## src/salru_ram.sv

```systemverilog
module salru_ram #(
  parameter int unsigned Width = 8,
  parameter int unsigned Depth = 16
) (
  input  logic                                   clk_i,
  input  logic                                   we_i,
  input  logic [((Depth > 1) ? $clog2(Depth) : 1)-1:0] waddr_i,
  input  logic [Width-1:0]                       wdata_i,
  input  logic                                   re_i,
  input  logic [((Depth > 1) ? $clog2(Depth) : 1)-1:0] raddr_i,
  output logic [Width-1:0]                       rdata_o
);

  logic [Width-1:0] mem_q [Depth];
  logic [Width-1:0] rdata_q;

  // one write port, one registered read port
  always_ff @(posedge clk_i) begin
    if (we_i) begin
      mem_q[waddr_i] <= wdata_i;
    end
    if (re_i) begin
      rdata_q <= mem_q[raddr_i];
    end
  end

  assign rdata_o = rdata_q;

endmodule

```

## config.mk

```make
export PLATFORM = sky130hd
export DESIGN_NAME = salru_ram
export DESIGN_NICKNAME = d
export VERILOG_FILES = /design/src/salru_ram.sv
export SDC_FILE = /design/constraint.sdc
export NUM_CORES = 1
export LEC_CHECK = 0
export ABC_AREA = 1
export BUFFER_PORTS_ARGS = -buffer_cell sky130_fd_sc_hd__buf_4
export CAP_MARGIN = 20
export CORE_ASPECT_RATIO = 0.7
export CORE_MARGIN = 2
export CORE_UTILIZATION = 66
export DETAILED_ROUTE_END_ITERATION = 12
export PLACE_DENSITY_LB_ADDON = 0.15
export SYNTH_ARGS = -nofsm -noshare
export SYNTH_HDL_FRONTEND = slang
export SYNTH_SLANG_ARGS = --single-unit
```

## constraint.sdc

```tcl
create_clock -name clk_i -period 2.05 [get_ports clk_i]
set_input_delay 0.1025 -clock clk_i [delete_from_list [all_inputs] [get_ports clk_i]]
set_output_delay 0.1025 -clock clk_i [all_outputs]
set_load 0.02 [all_outputs]
```

==> reports/summary.txt <==
Instance count of the mapped netlist = 551
Critical Path, Cell by Cell = buf_4, inv_2, buf_4, nand2_1, nand3_1, nand3_1, nand3_1, nand2_1
Net Sw Frac = 21.3%
DIE WIDTH = 116 um
Most frequent CP cell = nand3_1
# IOs = 27
Crit Path Max Fanout = 25
Pwr Total = 6.70 mW
Total Routing Usage GR = 30.9%
NumNets Final = 604
Crit Path Class = primary input to flop
Switching component of the power = 1.43 mW
Fin crit period = 1.25 ns
Vias in the first global route = 3,817
Initial core utilization = 68.7%
Port Buffers = 26
Ant diodes = 0
DP HPWL = 8230 um
Setup violators final = 0
Cell-internal power = 5.27 mW
1st-iter DRT viols = 646
Post-synthesis xor/xnor area fraction = 0%
Non-Filler Instances = 718
CP bufs+invs = 3
Share of cells above drive strength 1 = 11.5%
Clk_lat worst skew = 0.42 ns
Die Area = 9640 um2
Total grt overflow = 0
Inserted Clock Buffers = 17
H-tree depth = 4
Core area = 8510 um2
Final Skew = 0.0113 ns
CP endpoint kind = flop
Root buffer cell = clkbuf_16
Crit start category = primary input
Area Overhead vs Synth = 15.4%
Clock sink count = 136
Worst path arrival time = 1.41 ns
Post-CTS setup buffer count = 0
Routed WL = 13,500 um
CTS tree = done
Post-synthesis net count = 570
Reg power frac = 47.1%
Post-synthesis compound-gate area fraction = 0%
Mean routed wirelength per cell = 18.7 um
Initial antenna violation count = 0
Final setup TNS = 0 ns
CP required = 2.21 ns
Seq/Total Area, Yosys = 69.8%
Hold Path Class = primary input to flop
Largest family of logic cells by synthesized area = simple AND/OR/NAND/NOR gates
Ys Warns = 0
Via count = 4,030
First-pass GRT wire length = 20,800 um
FF+latch count, synth = 136
Antenna Nets Post-Route = 0
Logic pwr share = 6.1%
Synth Area in Simple Gates = 20.8%
Peak supply drop = 1.29 mV
Chip height = 82.7 um
FP Rows = 28
Dpl cell area = 6130 um2
Drt via density = 5.61
Worst path slowest cell = inv_2
Max Buffers Root-to-Sink = 2
Unrepaired setup endpoints after global routing = false
Synth unique cells = 11
Final Hold Fails = 0
Post-synthesis adder-cell area fraction = 0%
Finished Cell Area = 6750 um2
Worst Tran Pin Value = 0.764 ns
Final Max Slew Viols = 0
Fin crit share = 61.1%
DRC = 0
Max Fclk = 0.799 GHz
Largest net degree at the start of global routing = 42
Clock share of power = 46.8%
Leak = 2.91 nW
Slowest stage delay, CP = 0.30 ns
Clock transition at the registers of the reported paths = 0.06 ns
CP top delay family = buffers and inverters
Syn Area/Cell = 10.6 um2
Max-Cap Viols = 0
Final GP Congestion = 1.05
Syn Std Cell Area = 5850 um2
Post-layout util = 79.3%
Slew HR = 48.8%
Mux share of post-synthesis cell area = 0%
Placed cells = 685
DRT Pass-1 Iters = 5
Status = finished, final reports clean
PwrDens = 992 nW/um2
sequential cells by signal, summed over array words and instances (netlist names):
| name | cells |
|---|---|
| rdata_o | 8 |
| mem_q | 128 |
power groups by stage:
stage          clock network [mW]  logic, mW  registers, mW
2_1_floorplan                   0      0.220           3.22
4_1_cts                      3.16      0.404           3.15
5_1_grt                      3.28      0.449           3.16
3_3_place_gp                    0      0.384           3.21
6_report                     3.14      0.409           3.15
3_5_place_dp                    0      0.396           3.21
worst register-to-register path: cells and delay by family (launching register included):
family	cells	cell delay [ns]
AND/OR/NAND/NOR	6	0.58
flip-flops	1	0.37
layout make-up:
type / instances / area, um2
flip-flops and latches: 136 / 4080
well taps: 120 / 150
inverters: 102 / 383
repair buffers: 39 / 308
fillers: 514 / 1760
multi-input cells: 289 / 1210
clock inverters: 14 / 181
clock buffers: 18 / 429
metrics by stage:
stage	hold WS (ns)	setup slack [ns]
3_5_place_dp	0.410	0.441
5_1_grt	0.0273	0.724
2_1_floorplan	0.201	0.997
6_report	0.0287	0.798
4_1_cts	0.0106	0.845
3_3_place_gp	0.408	0.466
final timing paths:
path                                              end                   start  cells past startpoint  slack, ns
worst min-delay path            mem_q[3][4]$_DFFE_PP_              wdata_i[4]                      1       0.03
worst min register to register   rdata_o[7]$_DFFE_PP_  mem_q[15][7]$_DFFE_PP_                      6       0.77
worst max-delay path             rdata_o[1]$_DFFE_PP_              raddr_i[0]                      8       0.80
worst max register to register   rdata_o[1]$_DFFE_PP_   mem_q[3][1]$_DFFE_PP_                      6       0.84
layer usage:
layer  share of wire, %  vias up  GRT usage, %
li1                   -     1852             -
met1                 43     1877          45.8
met2                 43      272          44.2
met3                 12       29          8.69
met4                2.0        0          11.5
met5                  0        -             0
synth_stat cells:
cell type / instances / area share, %
buf_1: 1 / 0.064
buf_4: 4 / 0.51
buf_2: 13 / 1.1
nand3b_1: 2 / 0.26
edfxtp_1: 136 / 70
nor2_1: 17 / 1.1
nand3_1: 97 / 8.3
buf_6: 6 / 1.2
inv_1: 100 / 6.4
nand2_1: 173 / 11
inv_2: 2 / 0.13
logic make-up after synthesis:
family                 after synthesis
flip-flops                         136
AND/OR/NAND/NOR                    289
buffers and inverters              126
cell usage in the layout (no fill, tap or decap), drive strengths merged:
cell type,count
clkinvlp,4
bufinv,4
nand3,97
dlygate4sd3,1
nand3b,2
buf,38
edfxtp,136
inv,102
nor2,17
clkinv,6
nand2,173
clkbuf,18
repair_timing:
action,CTS,global route
gates resized for setup,0,0
hold buffers,1,0
hold endpoints to repair,8,0
Note: power is estimated with default switching activity, not from simulation.
